## src/rtl/core/kronecker_product_block_scaler_top_macros.svh

```systemverilog
// assertion macros for the kronecker product block scaler
// each check is sampled on the rising edge of clk and is off during reset
`ifndef KRONECKER_PRODUCT_BLOCK_SCALER_TOP_MACROS_SVH
`define KRONECKER_PRODUCT_BLOCK_SCALER_TOP_MACROS_SVH

// same-cycle implication
`define KPS_ASSERT_SAME(name, ante, cons, msg) \
  name: assert property (@(posedge clk) disable iff (rst) (ante) |-> (cons)) else $error(msg);

// next-cycle implication
`define KPS_ASSERT_NEXT(name, ante, cons, msg) \
  name: assert property (@(posedge clk) disable iff (rst) (ante) |=> (cons)) else $error(msg);

`endif

```

## src/rtl/core/kps_pkg.sv

```systemverilog
// ----------------------------------------------------------------------------
// kps_pkg
// Shared types, constants and helpers of the kronecker product block scaler.
// ----------------------------------------------------------------------------
`default_nettype none

package kps_pkg;

  // size of the B store
  localparam int B_ROWS_MAX  = 8;
  localparam int B_COLS_MAX  = 8;
  localparam int ROW_IDX_W   = $clog2(B_ROWS_MAX);
  localparam int COL_IDX_W   = $clog2(B_COLS_MAX);
  localparam int ADDR_W      = ROW_IDX_W + COL_IDX_W;
  localparam int STORE_DEPTH = 2 ** ADDR_W;

  // configuration port
  localparam int SIZE_W      = 4;
  localparam int CFG_INDEX_W = 2;
  localparam logic [CFG_INDEX_W-1:0] REG_ROWS_IN_B = 2'd0;
  localparam logic [CFG_INDEX_W-1:0] REG_COLS_IN_B = 2'd1;

  // request function codes
  localparam logic FUNC_LOAD_B = 1'b0;
  localparam logic FUNC_A_ELEM = 1'b1;

  typedef struct packed {
    logic               func;
    logic [5:0]         elem_row;
    logic [5:0]         elem_col;
    logic signed [15:0] elem_value;
  } kps_in_t;

  typedef struct packed {
    logic [8:0]         out_row;
    logic [8:0]         out_col;
    logic signed [31:0] product;
    logic               last;
  } kps_out_t;

  // controller to datapath
  typedef struct packed {
    logic load_a;
    logic write_b;
    logic issue;
  } kps_cmd_t;

  // datapath to controller
  typedef struct packed {
    logic advance;
    logic last_pos;
    logic s1_valid;
  } kps_stat_t;

  // zero acts as one, anything above the limit acts as the limit
  function automatic logic [SIZE_W-1:0] clamp_size(input logic [SIZE_W-1:0] v,
                                                   input logic [SIZE_W-1:0] lim);
    logic [SIZE_W-1:0] r;
    if (v == '0) begin
      r = SIZE_W'(1);
    end else if (v > lim) begin
      r = lim;
    end else begin
      r = v;
    end
    return r;
  endfunction

endpackage

`default_nettype wire

```

## src/rtl/core/kronecker_product_block_scaler_top.sv

```systemverilog
// ----------------------------------------------------------------------------
// kronecker_product_block_scaler_top
// Kronecker product A (x) B engine in signed Q8.8, products in Q16.16.
//
// Channels: in (valid/ready, kps_in_t), out (valid/ready, kps_out_t) and a
// configuration write channel (cfg_valid/cfg_ready, cfg_index, cfg_data)
// that is always ready; index 0 sets rows_in_b, index 1 sets cols_in_b.
// A request with func = load B writes one B entry and gives no
// result; entries outside the configured size are dropped.
// A request with func = A element sweeps the B store in row-major order and
// gives rows*cols results, last set on the final one. Each result passes the
// store read stage and then the output register, one result per cycle while
// out_ready is high; the single store read port and multiplier set the rate.
// No request is taken until an A element's sweep has left the read stage.
// When out_ready is low the sweep freezes in place and resumes without loss.
// Reset (rst, synchronous) sets both sizes to 1 and empties the pipeline; the
// B store is not cleared and must be loaded before use.
// ----------------------------------------------------------------------------
`default_nettype none

`include "kronecker_product_block_scaler_top_macros.svh"

module kronecker_product_block_scaler_top (
  input  wire logic                            clk,
  input  wire logic                            rst,
  input  wire logic                            cfg_valid,
  output logic                                 cfg_ready,
  input  wire logic [kps_pkg::CFG_INDEX_W-1:0] cfg_index,
  input  wire logic [kps_pkg::SIZE_W-1:0]      cfg_data,
  input  wire logic                            in_valid,
  output logic                                 in_ready,
  input  wire kps_pkg::kps_in_t                in_data,
  output logic                                 out_valid,
  input  wire logic                            out_ready,
  output kps_pkg::kps_out_t                    out_data
);
  import kps_pkg::*;

  kps_cmd_t  cmd;
  kps_stat_t stat;

  // size registers take writes at any time
  assign cfg_ready = 1'b1;

  // sequencer
  kps_ctrl u_ctrl (
    .clk      (clk),
    .rst      (rst),
    .in_valid (in_valid),
    .in_ready (in_ready),
    .func     (in_data.func),
    .stat     (stat),
    .cmd      (cmd)
  );

  // store, multiplier and output register
  kps_datapath u_datapath (
    .clk       (clk),
    .rst       (rst),
    .cfg_valid (cfg_valid && cfg_ready),
    .cfg_index (cfg_index),
    .cfg_data  (cfg_data),
    .in_data   (in_data),
    .cmd       (cmd),
    .stat      (stat),
    .out_valid (out_valid),
    .out_ready (out_ready),
    .out_data  (out_data)
  );

  // checks
  `KPS_ASSERT_NEXT(a_busy_after_start, cmd.load_a, !in_ready, "block idle right after start")
  `KPS_ASSERT_NEXT(a_read_holds, stat.s1_valid && !stat.advance, stat.s1_valid, "read stage lost")
  `KPS_ASSERT_SAME(a_no_write_in_flight, cmd.write_b, !stat.s1_valid, "store written mid read")

endmodule

`default_nettype wire

```

## src/rtl/core/kps_ctrl.sv

```systemverilog
// ----------------------------------------------------------------------------
// kps_ctrl
// Sequencer: takes requests, starts a B-store sweep for each A element and
// steps it one position per advancing cycle.
// ----------------------------------------------------------------------------
`default_nettype none

module kps_ctrl (
  input  wire logic             clk,
  input  wire logic             rst,
  input  wire logic             in_valid,
  output logic                  in_ready,
  input  wire logic             func,
  input  wire kps_pkg::kps_stat_t stat,
  output kps_pkg::kps_cmd_t     cmd
);
  import kps_pkg::*;

  localparam logic ST_IDLE = 1'b0;
  localparam logic ST_RUN  = 1'b1;

  logic state;
  logic state_next;
  logic accept;

  // take a request only when idle and no store read is in flight
  assign in_ready = (state == ST_IDLE) && !stat.s1_valid;
  assign accept   = in_valid && in_ready;

  // commands
  always_comb begin
    cmd.load_a  = accept && (func == FUNC_A_ELEM);
    cmd.write_b = accept && (func == FUNC_LOAD_B);
    cmd.issue   = (state == ST_RUN) && stat.advance;
  end

  // next state
  always_comb begin
    state_next = state;
    unique case (state)
      ST_IDLE: begin
        if (accept && (func == FUNC_A_ELEM)) begin
          state_next = ST_RUN;
        end
      end
      ST_RUN: begin
        if (stat.advance && stat.last_pos) begin
          state_next = ST_IDLE;
        end
      end
      default: state_next = ST_IDLE;
    endcase
  end

  always_ff @(posedge clk) begin
    if (rst) begin
      state <= ST_IDLE;
    end else begin
      state <= state_next;
    end
  end

endmodule

`default_nettype wire

```

## src/rtl/core/kps_datapath.sv

```systemverilog
// ----------------------------------------------------------------------------
// kps_datapath
// Size registers, B store, sweep counters, store read stage, multiplier and
// output register.
// ----------------------------------------------------------------------------
`default_nettype none

module kps_datapath (
  input  wire logic                         clk,
  input  wire logic                         rst,
  input  wire logic                         cfg_valid,
  input  wire logic [kps_pkg::CFG_INDEX_W-1:0] cfg_index,
  input  wire logic [kps_pkg::SIZE_W-1:0]   cfg_data,
  input  wire kps_pkg::kps_in_t             in_data,
  input  wire kps_pkg::kps_cmd_t            cmd,
  output kps_pkg::kps_stat_t                stat,
  output logic                              out_valid,
  input  wire logic                         out_ready,
  output kps_pkg::kps_out_t                 out_data
);
  import kps_pkg::*;

  logic [SIZE_W-1:0]    rows_in_b;
  logic [SIZE_W-1:0]    cols_in_b;
  logic [SIZE_W-1:0]    nr_eff;
  logic [SIZE_W-1:0]    nc_eff;
  logic [ROW_IDX_W-1:0] k_last;
  logic [COL_IDX_W-1:0] l_last;

  logic signed [15:0]   mem [STORE_DEPTH];
  logic                 b_in_range;

  logic signed [15:0]   a_val;
  logic [8:0]           base_row;
  logic [8:0]           base_col;
  logic [9:0]           row_base_full;
  logic [9:0]           col_base_full;
  logic [ROW_IDX_W-1:0] k;
  logic [COL_IDX_W-1:0] l;

  logic                 s1_valid;
  logic signed [15:0]   b_data;
  logic [8:0]           s1_row;
  logic [8:0]           s1_col;
  logic                 s1_last;

  logic                 advance;
  logic                 last_pos;

  // size registers
  always_ff @(posedge clk) begin
    if (rst) begin
      rows_in_b <= SIZE_W'(1);
      cols_in_b <= SIZE_W'(1);
    end else if (cfg_valid) begin
      if (cfg_index == REG_ROWS_IN_B) begin
        rows_in_b <= cfg_data;
      end else if (cfg_index == REG_COLS_IN_B) begin
        cols_in_b <= cfg_data;
      end
    end
  end

  assign nr_eff = clamp_size(rows_in_b, SIZE_W'(B_ROWS_MAX));
  assign nc_eff = clamp_size(cols_in_b, SIZE_W'(B_COLS_MAX));
  assign k_last = ROW_IDX_W'(nr_eff - SIZE_W'(1));
  assign l_last = COL_IDX_W'(nc_eff - SIZE_W'(1));

  // sweep status
  assign advance  = !out_valid || out_ready;
  assign last_pos = (k == k_last) && (l == l_last);

  always_comb begin
    stat.advance  = advance;
    stat.last_pos = last_pos;
    stat.s1_valid = s1_valid;
  end

  // B store, entries outside the configured size are dropped
  assign b_in_range = (in_data.elem_row < 6'(nr_eff)) && (in_data.elem_col < 6'(nc_eff));

  always_ff @(posedge clk) begin
    if (cmd.write_b && b_in_range) begin
      mem[{in_data.elem_row[ROW_IDX_W-1:0], in_data.elem_col[COL_IDX_W-1:0]}] <=
        in_data.elem_value;
    end
  end

  always_ff @(posedge clk) begin
    if (cmd.issue) begin
      b_data <= mem[{k, l}];
    end
  end

  // coordinate bases of the A element
  always_comb begin
    row_base_full = {6'b0, nr_eff} * {4'b0, in_data.elem_row};
    col_base_full = {6'b0, nc_eff} * {4'b0, in_data.elem_col};
  end

  always_ff @(posedge clk) begin
    if (cmd.load_a) begin
      a_val    <= in_data.elem_value;
      base_row <= row_base_full[8:0];
      base_col <= col_base_full[8:0];
    end
  end

  // row-major sweep counters
  always_ff @(posedge clk) begin
    if (rst) begin
      k <= '0;
      l <= '0;
    end else if (cmd.load_a) begin
      k <= '0;
      l <= '0;
    end else if (cmd.issue) begin
      if (l == l_last) begin
        l <= '0;
        k <= k + ROW_IDX_W'(1);
      end else begin
        l <= l + COL_IDX_W'(1);
      end
    end
  end

  // read stage tags
  always_ff @(posedge clk) begin
    if (cmd.issue) begin
      s1_row  <= base_row + {{(9-ROW_IDX_W){1'b0}}, k};
      s1_col  <= base_col + {{(9-COL_IDX_W){1'b0}}, l};
      s1_last <= last_pos;
    end
  end

  // pipeline valids
  always_ff @(posedge clk) begin
    if (rst) begin
      s1_valid  <= 1'b0;
      out_valid <= 1'b0;
    end else if (advance) begin
      s1_valid  <= cmd.issue;
      out_valid <= s1_valid;
    end
  end

  // multiply into the output register
  always_ff @(posedge clk) begin
    if (advance && s1_valid) begin
      out_data.out_row <= s1_row;
      out_data.out_col <= s1_col;
      out_data.product <= a_val * b_data;
      out_data.last    <= s1_last;
    end
  end

endmodule

`default_nettype wire

```

## config.mk

```make
export PLATFORM = sky130hd
export DESIGN_NAME = kronecker_product_block_scaler_top
export DESIGN_NICKNAME = d
export VERILOG_FILES = /design/src/rtl/core/kps_pkg.sv /design/src/rtl/core/kronecker_product_block_scaler_top.sv /design/src/rtl/core/kps_ctrl.sv /design/src/rtl/core/kps_datapath.sv
export VERILOG_INCLUDE_DIRS = /design/src /design/src/rtl/core
export SDC_FILE = /design/constraint.sdc
export NUM_CORES = 2
export LEC_CHECK = 0
export BUFFER_PORTS_ARGS = -buffer_cell sky130_fd_sc_hd__buf_4
export CORE_UTILIZATION = 55
export CTS_BUF_LIST = sky130_fd_sc_hd__clkbuf_4
export CTS_CLUSTER_SIZE = 25
export DETAILED_ROUTE_END_ITERATION = 16
export PLACE_DENSITY = 0.74
export SETUP_SLACK_MARGIN = 0.4
export SYNTH_ARGS = -nofsm -noshare
export SYNTH_HDL_FRONTEND = slang
export SYNTH_SLANG_ARGS = --single-unit
```

## constraint.sdc

```tcl
create_clock -name clk -period 6.5 [get_ports clk]
set_clock_uncertainty 0.15 [all_clocks]
set_input_delay 0.325 -clock clk [delete_from_list [all_inputs] [get_ports clk]]
set_output_delay 0.325 -clock clk [all_outputs]
set_load 0.02 [all_outputs]
```

==> impl_metrics.csv <==
group,metric,value,unit
outcome,status,"finished clean",
route,wl_per_cell,23.6,um
clocking,root_buffer,"clkbuf_4",
worst_setup_path,end_kind,"flip-flop",
floorplan,core_area,0.0989,mm2
route,final_antenna_net_count,0,
worst_setup_path,path_delay_family,"adder cells",
cells_and_area,fin_cells,5063,
placed_design,dp_cells,4444,
yosys,syn_inst,3076,
cells_and_area,fin_nets,4016,
global_routing,grt_pass1_wl,184000,um
timing,setup_slack,0.273,ns
yosys,yosysUniqueCellTypes,53,
clocking,h-tree-depth,5,
route,drtPass1Iterations,6,
timing,fin_crit,6.23,ns
floorplan,start_util,55.8,%
yosys,synth_area,0.0552,mm2
timing,final-hold-violation-count,0,
yosys,synth_enable_flop_cells,1144,
clocking,path_clk_slew,0.07,ns
yosys,ys.flop_type,"edfxtp_1",
run,max_cap_violations,0,
yosys,yosysWarnings,0,
timing,drv_slew,0,
global_routing,antenna_found_initial,7,
global_routing,grt_overflow,0,
cells_and_area,area_growth,13.7,%
timing,slew_headroom,24.9,%
min_path,min_from,"in_data[17]",
worst_setup_path,crit_path_max_fanout,7,
route,wl,119000,um
worst_setup_path,cp.required,7.20,ns
cells_and_area,drive_above_1_share,29.5,%
worst_setup_path,r2r-end,"u_datapath.out_data[31]$_DFFE_PP_",
route,drt_iter0_markers,2725,
worst_setup_path,slowest_delay,0.55,ns
timing,tns,0,ns
yosys,ys_seq_elements,1161,
min_path,holdPathEnd,"u_datapath.base_col[1]$_DFFE_PP_",
worst_setup_path,slowest_stage,"edfxtp_1",
min_path,min_path_cells,4,
yosys,syn_nets,3522,
global_routing,grt_max_degree,70,
route,vias,29300,
clocking,cts.sinks,1161,
clocking,cts_buffer_depth,4,
worst_setup_path,reg2reg_from,"u_datapath.b_data[5]$_DFFE_PP_",
worst_setup_path,cp.buffers_inverters,6,
yosys,ys_seq_area_share,62.9,%
clocking,cts_tree,"yes",
floorplan,die_area,0.102,mm2
placed_design,routabilityCongestion,0.893,
worst_setup_path,arrival,6.93,ns
global_routing,gr-usage-all-layers,24.1,%
power,leakagePower,22.4,nW
timing,grt_setup_unrepaired,"true",
timing,max_freq,0.161,GHz
placed_design,dp_hpwl,77500,um
placed_design,port_buffers,92,
power,finalPower,26.1,mW
floorplan,die_width,319,um
worst_setup_path,r2r_slack,0.27,ns
worst_setup_path,critPathLaunchType,"flip-flop",
route,vias_per_cell,5.79,
floorplan,die_h,319,um
worst_setup_path,reg2regPathDepth,22,
clocking,cts_buffers,311,
power,vdd_drop_max,0.000827,V
floorplan,io_pins,94,
timing,tightest_slew,1.12,ns
min_path,hp-class,"in -> reg",
floorplan,rows,115,
cells_and_area,fillerInstances,6801,
global_routing,grt_pass1_vias,31500,
worst_setup_path,crit_path_frequent_cell,"fa_1",
worst_setup_path,crit_type,"reg -> reg",
timing,fin_crit_sh,95.8,%
placed_design,dp_slack,0.0434,ns
power,power_density,417,mW/mm2
route,drcViolationCount,0,
yosys,avgSynthCellArea,17.9,um2
yosys,synthArstFlopShare,0,%
worst_setup_path,path_cells,"buf_6 > buf_4 > and2_1 > fa_1 > inv_1 > fa_2 > fa_1 > fa_1 > inv_1 > fa_1 > fa_2 > ha_1 > buf_4 > nand2_1 > a211oi_2 > a221oi_2 > buf_4 > nor4_4 > nor3_4 > nor3b_2 > or3_1 > nand3_1",
clocking,insertion_delay,1.20,ns
timing,setup_viol,0,
## worst min-delay path: stages
cell           delay, ns
dlygate4sd3_1       0.54
buf_4               0.21
and2_1              0.15
ha_1                0.12
## report_power, final
part / switching (mW) / total [mW] / internal (mW)
Sequential: 0.0687 / 8.85 / 8.79
Combinational: 6.15 / 11.4 / 5.24
Clock: 2.84 / 5.90 / 3.06
Total: 9.06 / 26.1 / 17.1
## timing repair
| item | 4_1_cts | 5_1_grt |
|---|---|---|
| hold buffers | 61 | 0 |
| setup buffers | 17 | 22 |
| hold endpoints to repair | 2012 | 0 |
| pin swaps | 14 | 49 |
| resized for setup | 30 | 59 |
| setup endpoints to repair | 10 | 12 |
## routing by layer
layer  global-route usage, %  vias to the layer above  part of all wire [%]
met3                    5.29                      224                   7.7
li1                        -                    12600                     -
met5                       0                        -                 0.016
met2                    38.4                     1257                    49
met1                    32.8                    15300                    40
met4                    9.32                        2                   2.7
## state kept, by name, summed over array words and instances (netlist names)
register / cells
u_datapath.mem: 1024
u_datapath.k: 3
u_datapath.base_col: 9
u_datapath.rows_in_b: 4
u_datapath.out_valid: 1
u_datapath.s1_valid: 1
u_datapath.out_data: 51
u_datapath.base_row: 9
u_datapath.s1_row: 9
u_datapath.cols_in_b: 4
u_ctrl.state: 1
u_datapath.l: 3
u_datapath.b_data: 16
u_datapath.s1_col: 9
u_datapath.a_val: 16
u_datapath.s1_last: 1
## Yosys cell counts, types with 3 or more instances
library cell  count  area [um2]
nand2b_1          8        50.1
a211oi_1          7        52.6
and2_1          138         863
ha_1            126        1580
nand4_1           7        43.8
fa_1            280        5610
edfxtp_1       1144       34400
or2_2             5        31.3
or3b_1            4        35.0
buf_6             3        33.8
a21o_1           13        97.6
buf_2            15        75.1
buf_4            11        82.6
nand2_1         163         612
nor3_1            7        35.0
or3_1             7        43.8
xor2_1           15         131
mux4_2          336        7570
nand3b_1          4        30.0
o21a_1            5        37.5
nor2_1          118         443
inv_1           358        1340
nor2b_1           7        43.8
xnor2_1          57         499
mux2i_1           6        60.1
o21ai_1           3        15.0
and3_1            3        18.8
a211o_1           3        26.3
o21bai_1         11        82.6
nor4_1            5        31.3
o21ai_0          15        75.1
o211ai_1          6        45.0
buf_1            13        48.8
nand3_1           8        40.0
clkbuf_1         91         342
dfxtp_1          17         340
a21oi_1          35         175
## how the worst max path moves through the flow
| stage | end | start | depth (start not counted) |
|---|---|---|---|
| 2_1_floorplan | u_datapath.out_data[31]$_DFFE_PP_ | u_datapath.a_val[15]$_DFFE_PP_ | 19 |
| 3_3_place_gp | u_datapath.out_data[31]$_DFFE_PP_ | u_datapath.a_val[8]$_DFFE_PP_ | 21 |
| 3_5_place_dp | u_datapath.out_data[31]$_DFFE_PP_ | u_datapath.a_val[8]$_DFFE_PP_ | 21 |
| 4_1_cts | u_datapath.out_data[23]$_DFFE_PP_ | u_datapath.b_data[4]$_DFFE_PP_ | 24 |
| 5_1_grt | u_datapath.out_data[31]$_DFFE_PP_ | u_datapath.b_data[6]$_DFFE_PP_ | 21 |
| 6_report | u_datapath.out_data[31]$_DFFE_PP_ | u_datapath.b_data[5]$_DFFE_PP_ | 22 |
## cell families after synthesis
| logic type | synth area share, % |
|---|---|
| flops | 62.9 |
| mux | 13.8 |
| compound gates | 1.30 |
| xor+xnor | 1.14 |
| fa+ha+maj | 13.0 |
| simple gates | 4.31 |
| buf+inv | 3.50 |
| other cells | 0.00680 |
## layout make-up
cell class | count | area, um2 | share of cell area (%)
sequential | 1161 | 34700 | 55.3
multi-input combinational | 1422 | 18900 | 30.1
clock buffer | 421 | 3160 | 5.04
timing repair buffer | 314 | 2620 | 4.18
tap | 1287 | 1610 | 2.57
inverter | 360 | 1350 | 2.15
clock inverter | 89 | 405 | 0.646
antenna | 9 | 22.5 | 0.0359
## placed cells by master, fill, tap and decap left out, drive strengths merged, types with 7 or more instances in the layout
master,Yosys,final
or3,7,7
edfxtp,1144,1144
clkinv,0,76
dfxtp,17,17
fa,280,280
o21bai,11,11
buf,42,253
nand2,163,163
a21o,13,13
nand4,7,7
xnor2,57,57
clkbuf,91,421
a21oi,35,35
inv,360,368
o21ai,18,18
nand3,8,8
dlygate4sd3,0,61
and2,138,138
ha,126,126
a211oi,7,7
nor3,7,7
nor2b,7,7
mux4,336,336
nor2,118,118
nand2b,8,8
diode,0,9
xor2,15,15
## through the flow
stage | instance area (um2) | hold WS (ns) | utilization [%]
floorplan | 55200 | 0.250 | -
global placement | 57900 | 0.258 | 58.6
detailed placement | 57900 | 0.255 | 58.6
CTS | 62400 | 0.00510 | 63.1
global route | 62700 | 0.0589 | 63.5
finish | 62700 | 0.117 | 63.5
No activity file was read; power rests on OpenSTA's default activity.
